<file path="config.mk">
export PLATFORM = sky130hd
export DESIGN_NAME = stepper_wave_drive_controller_unit
export DESIGN_NICKNAME = d
export VERILOG_FILES = /design/src/design/swd_pkg.sv /design/src/design/swd_cfg_regs.sv /design/src/design/swd_step_logic.sv /design/src/design/stepper_wave_drive_controller_unit.sv
export SDC_FILE = /design/constraint.sdc
export NUM_CORES = 1
export LEC_CHECK = 0
export BUFFER_PORTS_ARGS = -buffer_cell sky130_fd_sc_hd__buf_2
export CAP_MARGIN = 20
export CELL_PAD_IN_SITES_DETAIL_PLACEMENT = 0
export CELL_PAD_IN_SITES_GLOBAL_PLACEMENT = 2
export CORE_ASPECT_RATIO = 1.2
export CORE_UTILIZATION = 39
export CTS_BUF_LIST = sky130_fd_sc_hd__clkbuf_16
export DETAILED_ROUTE_END_ITERATION = 6
export PLACE_DENSITY = 0.85
export SYNTH_ARGS = -nofsm -noshare
export SYNTH_HDL_FRONTEND = slang
export SYNTH_SLANG_ARGS = --single-unit
</file>
<file path="constraint.sdc">
create_clock -name clk -period 9.65 [get_ports clk]
set_input_delay 1.93 -clock clk [delete_from_list [all_inputs] [get_ports clk]]
set_output_delay 1.93 -clock clk [all_outputs]
set_load 0.01 [all_outputs]
</file>
<file path="src/design/swd_pkg.sv">
package swd_pkg;

	localparam int unsigned POS_W   = 32;
	localparam int unsigned REG_W   = 20;
	localparam int unsigned CNT_W   = 21;
	localparam int unsigned PHASE_W = 3;
	localparam int unsigned PINS_W  = 4;

	localparam logic [PHASE_W-1:0] PHASE_OFF   = 3'd0;
	localparam logic [PHASE_W-1:0] PHASE_FIRST = 3'd1;
	localparam logic [PHASE_W-1:0] PHASE_LAST  = 3'd4;

	localparam logic [CNT_W-1:0] CNT_MAX = {CNT_W{1'b1}};

	localparam logic [REG_W-1:0] STEP_INTERVAL_RST = 20'd2000;
	localparam logic [REG_W-1:0] COIL_OFF_TIME_RST = 20'd1000;

	typedef enum logic [2:0] {
		MODE_TICK      = 3'd0,
		MODE_GOTO      = 3'd1,
		MODE_FORWARD   = 3'd2,
		MODE_REVERSE   = 3'd3,
		MODE_STOP      = 3'd4,
		MODE_RESET_POS = 3'd5
	} mode_t;

	typedef enum logic [1:0] {
		MOVE_GOTO    = 2'd0,
		MOVE_FORWARD = 2'd1,
		MOVE_REVERSE = 2'd2
	} move_t;

	localparam logic CFG_STEP_INTERVAL = 1'b0;
	localparam logic CFG_COIL_OFF_TIME = 1'b1;

	typedef struct packed {
		logic [REG_W-1:0] step_interval;
		logic [REG_W-1:0] coil_off_time;
	} cfg_t;

	typedef struct packed {
		logic [POS_W-1:0]   position;
		logic [POS_W-1:0]   target;
		logic [1:0]         move_mode;
		logic [CNT_W-1:0]   since_step;
		logic [PHASE_W-1:0] phase;
		logic               coils_on;
		logic [CNT_W-1:0]   since_coil;
		logic [PINS_W-1:0]  pins;
	} motor_state_t;

	typedef struct packed {
		logic [PINS_W-1:0] coil_pins;
		logic [POS_W-1:0]  position;
		logic              moving;
		logic              stepped;
	} result_t;

	// phase table: phases 1 and 2 energize one winding, phases 3 and 4 two; other phases none
	function automatic logic [PINS_W-1:0] wave_pins(input logic [PHASE_W-1:0] ph);
		logic [PINS_W-1:0] p;
		case (ph)
			3'd1:    p = 4'h4;
			3'd2:    p = 4'h1;
			3'd3:    p = 4'hC;
			3'd4:    p = 4'h3;
			default: p = 4'h0;
		endcase
		return p;
	endfunction

	function automatic logic [CNT_W-1:0] sat_inc(input logic [CNT_W-1:0] c);
		return (c == CNT_MAX) ? c : c + 1'b1;
	endfunction

endpackage

</file>
<file path="src/design/swd_cfg_regs.sv">
module swd_cfg_regs (
	input  logic                     clk,
	input  logic                     arst_n,
	input  logic                     cfg_we,
	input  logic                     cfg_index,
	input  logic [swd_pkg::REG_W-1:0] cfg_wdata,
	output swd_pkg::cfg_t            cfg
);

	swd_pkg::cfg_t cfg_q;

	always_ff @(posedge clk or negedge arst_n) begin
		if (!arst_n) begin
			cfg_q.step_interval <= swd_pkg::STEP_INTERVAL_RST;
			cfg_q.coil_off_time <= swd_pkg::COIL_OFF_TIME_RST;
		end else if (cfg_we) begin
			unique case (cfg_index)
				swd_pkg::CFG_STEP_INTERVAL: cfg_q.step_interval <= cfg_wdata;
				swd_pkg::CFG_COIL_OFF_TIME: cfg_q.coil_off_time <= cfg_wdata;
				default: ;
			endcase
		end
	end

	assign cfg = cfg_q;

endmodule

</file>
<file path="src/design/swd_step_logic.sv">
module swd_step_logic (
	input  swd_pkg::cfg_t                cfg,
	input  swd_pkg::motor_state_t        cur,
	input  logic [2:0]                   mode,
	input  logic [swd_pkg::POS_W-1:0]    target_value,
	output swd_pkg::motor_state_t        nxt,
	output swd_pkg::result_t             res
);

	logic [swd_pkg::CNT_W-1:0]   sls_inc;
	logic [swd_pkg::CNT_W-1:0]   sco_inc;
	logic [swd_pkg::CNT_W-1:0]   interval_ext;
	logic [swd_pkg::CNT_W-1:0]   off_ext;
	logic                        mv_fwd;
	logic                        mv_rev;
	logic                        due;
	logic                        shall;
	logic                        dir_fwd;
	logic                        step;
	logic                        stepped_c;
	logic [swd_pkg::PHASE_W-1:0] ph_fwd;
	logic [swd_pkg::PHASE_W-1:0] ph_rev;
	logic [swd_pkg::PHASE_W-1:0] ph_new;

	assign sls_inc      = swd_pkg::sat_inc(cur.since_step);
	assign sco_inc      = swd_pkg::sat_inc(cur.since_coil);
	assign interval_ext = {1'b0, cfg.step_interval};
	assign off_ext      = {1'b0, cfg.coil_off_time};

	// movement code 3 falls to goto
	assign mv_fwd  = (cur.move_mode == swd_pkg::MOVE_FORWARD);
	assign mv_rev  = (cur.move_mode == swd_pkg::MOVE_REVERSE);
	assign due     = (sls_inc > interval_ext);
	assign shall   = mv_fwd | mv_rev | (cur.target != cur.position);
	assign dir_fwd = mv_fwd | (!mv_rev && ($signed(cur.target) > $signed(cur.position)));
	assign step    = due & shall;

	assign ph_fwd = (cur.phase >= swd_pkg::PHASE_LAST) ? swd_pkg::PHASE_FIRST
	                                                   : cur.phase + 1'b1;
	assign ph_rev = (cur.phase <= swd_pkg::PHASE_FIRST || cur.phase > swd_pkg::PHASE_LAST)
	                ? swd_pkg::PHASE_LAST : cur.phase - 1'b1;
	assign ph_new = dir_fwd ? ph_fwd : ph_rev;

	always_comb begin
		nxt       = cur;
		stepped_c = 1'b0;
		unique case (mode)
			swd_pkg::MODE_TICK: begin
				nxt.since_step = sls_inc;
				nxt.since_coil = sco_inc;
				if (step) begin
					nxt.position   = dir_fwd ? cur.position + 1'b1 : cur.position - 1'b1;
					nxt.phase      = ph_new;
					nxt.pins       = swd_pkg::wave_pins(ph_new);
					nxt.coils_on   = 1'b1;
					nxt.since_step = '0;
					nxt.since_coil = '0;
					stepped_c      = 1'b1;
				end else begin
					if (due) begin
						nxt.since_step = interval_ext;
					end
					if (cur.coils_on && sco_inc > off_ext) begin
						nxt.pins     = '0;
						nxt.coils_on = 1'b0;
					end
				end
			end
			swd_pkg::MODE_GOTO: begin
				nxt.move_mode = swd_pkg::MOVE_GOTO;
				nxt.target    = target_value;
			end
			swd_pkg::MODE_FORWARD: begin
				nxt.move_mode = swd_pkg::MOVE_FORWARD;
			end
			swd_pkg::MODE_REVERSE: begin
				nxt.move_mode = swd_pkg::MOVE_REVERSE;
			end
			swd_pkg::MODE_STOP: begin
				nxt.pins      = '0;
				nxt.coils_on  = 1'b0;
				nxt.move_mode = swd_pkg::MOVE_GOTO;
				nxt.target    = cur.position;
			end
			swd_pkg::MODE_RESET_POS: begin
				nxt.move_mode = swd_pkg::MOVE_GOTO;
				nxt.position  = target_value;
				nxt.target    = target_value;
			end
			default: ;
		endcase
	end

	assign res.coil_pins = nxt.pins;
	assign res.position  = nxt.position;
	assign res.stepped   = stepped_c;
	assign res.moving    = !((nxt.move_mode != swd_pkg::MOVE_FORWARD)
	                         && (nxt.move_mode != swd_pkg::MOVE_REVERSE)
	                         && (nxt.target == nxt.position)
	                         && (nxt.since_step <= interval_ext));

endmodule

</file>
<file path="src/design/stepper_wave_drive_controller_unit.sv">
// Channel  | Handshake            | Payload
// -------- | -------------------- | ------------------------------------------
// in       | in_valid / in_stall  | mode[2:0], target_value[31:0] signed
// out      | out_valid / out_stall| coil_pins[3:0], position[31:0], moving, stepped
// cfg      | cfg_we               | cfg_index (0 step_interval, 1 coil_off_time), cfg_wdata[19:0]
//
// One request per cycle while out_stall is low; out_valid rises when the result reaches stage 2.
// Stage 1 holds the accepted request; the motor state is updated and the result
// registered as it moves into stage 2, so each request sees its predecessor's state.
// in_stall rises only when both stages are full and out_stall holds stage 2.
// arst_n clears the valid bits, the motor state and loads the register defaults.
module stepper_wave_drive_controller_unit (
	input  logic        clk,
	input  logic        arst_n,

	input  logic        in_valid,
	output logic        in_stall,
	input  logic [2:0]  mode,
	input  logic signed [31:0] target_value,

	output logic        out_valid,
	input  logic        out_stall,
	output logic [3:0]  coil_pins,
	output logic signed [31:0] position,
	output logic        moving,
	output logic        stepped,

	input  logic        cfg_we,
	input  logic        cfg_index,
	input  logic [19:0] cfg_wdata
);

	swd_pkg::cfg_t         cfg;
	swd_pkg::motor_state_t state_q;
	swd_pkg::motor_state_t state_nxt;
	swd_pkg::result_t      res_nxt;

	// stage 1: request register
	logic                        valid_s1;
	logic [2:0]                  mode_s1;
	logic [swd_pkg::POS_W-1:0]   target_s1;

	// stage 2: result register
	logic                        valid_s2;
	swd_pkg::result_t            res_s2;

	logic adv_s2;   // stage 2 can take a new result
	logic adv_s1;   // stage 1 request retires into stage 2
	logic take_in;

	assign adv_s2   = !valid_s2 || !out_stall;
	assign adv_s1   = valid_s1 && adv_s2;
	assign in_stall = valid_s1 && !adv_s2;
	assign take_in  = in_valid && !in_stall;

	swd_cfg_regs u_cfg (
		.clk       (clk),
		.arst_n    (arst_n),
		.cfg_we    (cfg_we),
		.cfg_index (cfg_index),
		.cfg_wdata (cfg_wdata),
		.cfg       (cfg)
	);

	swd_step_logic u_step (
		.cfg          (cfg),
		.cur          (state_q),
		.mode         (mode_s1),
		.target_value (target_s1),
		.nxt          (state_nxt),
		.res          (res_nxt)
	);

	// request stage
	always_ff @(posedge clk or negedge arst_n) begin
		if (!arst_n) begin
			valid_s1 <= 1'b0;
		end else if (take_in) begin
			valid_s1 <= 1'b1;
		end else if (adv_s1) begin
			valid_s1 <= 1'b0;
		end
	end

	always_ff @(posedge clk) begin
		if (take_in) begin
			mode_s1   <= mode;
			target_s1 <= target_value;
		end
	end

	// motor state commits only when the request retires
	always_ff @(posedge clk or negedge arst_n) begin
		if (!arst_n) begin
			state_q <= '0;
		end else if (adv_s1) begin
			state_q <= state_nxt;
		end
	end

	// result stage
	always_ff @(posedge clk or negedge arst_n) begin
		if (!arst_n) begin
			valid_s2 <= 1'b0;
		end else if (adv_s2) begin
			valid_s2 <= valid_s1;
		end
	end

	always_ff @(posedge clk) begin
		if (adv_s1) begin
			res_s2 <= res_nxt;
		end
	end

	assign out_valid = valid_s2;
	assign coil_pins = res_s2.coil_pins;
	assign position  = res_s2.position;
	assign moving    = res_s2.moving;
	assign stepped   = res_s2.stepped;

endmodule
</file>
==> results.cfg <==
[run_status]
outcome = complete, no violations

[cts]
ctsResizeCount = 0
postCtsSetupBuffers = 0
clk_latency_ns = 0.57
clkTransAtPathRegs_ns = 0.06
numCtsBuffers = 26
htreeDepth = 1
clock-sinks = 231
ctsRootBufferMaster = clkbuf_16
cts_hold_buf = 0
cts_tree = done
cts_buffer_depth = 3

[route]
num_vias = 13400
wl_per_cell_um = 21.3
drtIter0Drc = 838
drtAntennaViolNets = 0
drt_first_pass_iters = 5
vias_per_cell = 5.64
post-route-drc-count = 0
wl_mm = 50.6

[grt]
grt_pass1_vias = 13400
use_met2 = 0.450
grtUsageMet1 = 0.309
grt_usage = 0.252
antenna_found_initial = 1
grt_util_met3 = 0.0268
overflow = 0
busiest_layer = met2
grt_first_pass_wirelength_mm = 79.1
grt_max_degree = 94

[timing]
hold_ws_ns = 0.505
worstMarginPinSlew_ns = 1.06
clock-skew-final_ns = 0.0160
slew_headroom = 0.292
finalSetupViolations = 0
fin_crit_sh = 0.893
rsz0062_at_grt = false
max_freq_ghz = 0.116
fin_crit_ns = 8.62
maxSlewViolCount = 0
fin_ws_ns = 1.03
hold_viol = 0
tns_ns = 0

[logic_synthesis]
yosys-top-cells-area = dfrtp_1 23%, edfxtp_1 14%, ha_1 11%, o21ai_0 5.4%, nand2_1 5.2%
postSynthCellCount = 1762
synth-seq-cells = 231
synth_top_area_share = 0.234
yosys.cell_types.count = 86
syn_nets = 1955
ys_warn_count = 0
synth.avg_cell_area_um2 = 8.85
async_reset_ff_frac = 0.684
synth_top_flop_cell = dfrtp_1
ys_seq_area_frac = 0.395
synthesis.area_um2 = 15600
synth_enable_flop_cells = 73
synth_top_cell_by_area = dfrtp_1

[layout]
seqCellArea_um2 = 6160
final_layout_size_suffix_gt1_frac = 0.120
syn2layout_area_growth_pct = 12.3
fill_cells = 3880
nNetsFinal = 2022
multiInputGateArea_um2 = 8680
final_util = 0.448

[floorplanning]
num_rows = 79
start_util = 0.399
die-width_um = 185
die_y_um = 221
coreArea_um2 = 39000
io_pins = 101
dieArea_um2 = 40800

[setup_path]
path_common_cell = nand4_1
crit_path_end_kind = flip-flop
critPathMaxStageDelay_ns = 0.74
crit_type = reg -> reg
cp_slowest_cell = a2111oi_0
crit_fanout = 11
crit_path_start_kind = flip-flop
r2r_slack_ns = 1.03
arrival_ns = 8.92
worst_ep_required_time_ns = 9.95

[power]
power_w = 0.00613
power_density_nw_per_um2 = 350
ir_drop_v = 0.000173
p_leak_nw = 7.85

[placement]
dp_slack_ns = 1.07
dp_hpwl_mm = 36.9
port_buffers = 100
place.gp.congestion = 0.918

[flow_run]
maxCapViolations = 0

[worst_hold_path]
hold_class = reg -> reg
[registers in the layout (all words and copies together), names as in the netlist]
register	flops
state_q	116
u_cfg.cfg	40
position	32
target_s1	32
coil_pins	4
mode_s1	3
moving	1
out_valid	1
stepped	1
valid_s1	1
[final timing paths]
kind | startpoint | depth (start not counted) | end
max in group asynchronous | arst_n | 2 | state_q[77]
worst max-delay path | state_q[29] | 32 | moving
worst min register to register | u_cfg.cfg[18] | 1 | u_cfg.cfg[18]
worst max register to register | state_q[29] | 32 | moving
worst min-delay path | u_cfg.cfg[18] | 1 | u_cfg.cfg[18]
min in group asynchronous | arst_n | 1 | state_q[39]
[synth_stat cells, types with 4 or more instances]
cell type / instances
nand2_1: 215
a22o_1: 25
or3_1: 4
a221oi_1: 13
o211ai_1: 10
a211oi_1: 12
a21o_1: 38
ha_1: 131
o311ai_0: 4
a2111oi_0: 7
a21oi_1: 127
o21a_1: 14
and3_1: 7
edfxtp_1: 73
inv_1: 111
xnor2_1: 45
buf_1: 6
mux2i_1: 4
nor2b_1: 24
and2_1: 8
nor4_1: 10
xor2_1: 31
a22oi_1: 45
nor2_1: 147
o22ai_1: 9
a221o_1: 7
a31oi_1: 11
dfstp_2: 12
buf_2: 5
and4_1: 6
nor3_1: 19
nand3b_1: 5
dfrtp_1: 146
nand2b_1: 7
o21ai_0: 167
mux2_2: 23
o21bai_1: 4
nand4_1: 37
nand3_1: 41
o31ai_1: 11
clkbuf_1: 70
[power breakdown]
part / total (W) / switching [W] / internal [W]
Combinational: 0.00361 / 0.00225 / 0.00136
Clock: 0.00104 / 0.000428 / 0.000614
Sequential: 0.00148 / 0.000231 / 0.00125
Total: 0.00613 / 0.00291 / 0.00323
[layout make-up]
type                            count  area share
Multi-Input combinational cell   1332       0.496
Inverter                          114      0.0246
Tap cell                          526      0.0376
Timing Repair Buffer              124      0.0391
Antenna cell                        1    0.000143
Sequential cell                   231       0.352
Clock buffer                       27      0.0386
Clock inverter                     21      0.0121
[metrics by stage]
stage	std cells	instance area, um2
after floorplan	1762	15600
after global placement	2326	16600
after detailed placement	2327	16600
after CTS	2375	17500
after global routing	2376	17500
final	2376	17500
[cell families after synthesis]
kind of cell	Yosys count	synth area share
buf+inv	199	0.0493
fa+ha+maj	132	0.106
flops	231	0.395
mux	27	0.0192
compound gates	545	0.224
xor+xnor	76	0.0427
simple gates	552	0.163
[cells in the final DEF (no fill, tap or decap), types with 13 or more instances in the layout]
cell type / synthesis / routed
a21o_1: 38 / 38
buf_4: 2 / 23
a22o_1: 25 / 25
clkbuf_16: 0 / 27
buf_2: 5 / 100
a21oi_1: 127 / 127
o21ai_0: 167 / 166
o21a_1: 14 / 14
nand2_1: 215 / 214
dfrtp_1: 146 / 146
edfxtp_1: 73 / 73
nand4_1: 37 / 37
a22oi_1: 45 / 45
ha_1: 131 / 131
mux2_2: 23 / 23
nor3_1: 19 / 19
nor2_1: 147 / 146
xor2_1: 31 / 31
nand3_1: 41 / 41
inv_1: 111 / 119
xnor2_1: 45 / 45
a221oi_1: 13 / 13
nor2b_1: 24 / 22
[critical path, delay by kind of cell (launching register included)]
kind / cells / cell delay [ns]
simple gates: 17 / 4.32
compound gates: 11 / 2.61
fa+ha+maj: 3 / 0.82
flops: 1 / 0.43
xor+xnor: 1 / 0.17
[routing by layer]
| layer | up-vias | wire length, um |
|---|---|---|
| li1 | 6531 | - |
| met1 | 6479 | 21000 |
| met2 | 305 | 25800 |
| met3 | 91 | 1950 |
| met4 | 0 | 1930 |
| met5 | - | 0 |
(Power assumes the default switching activity.)
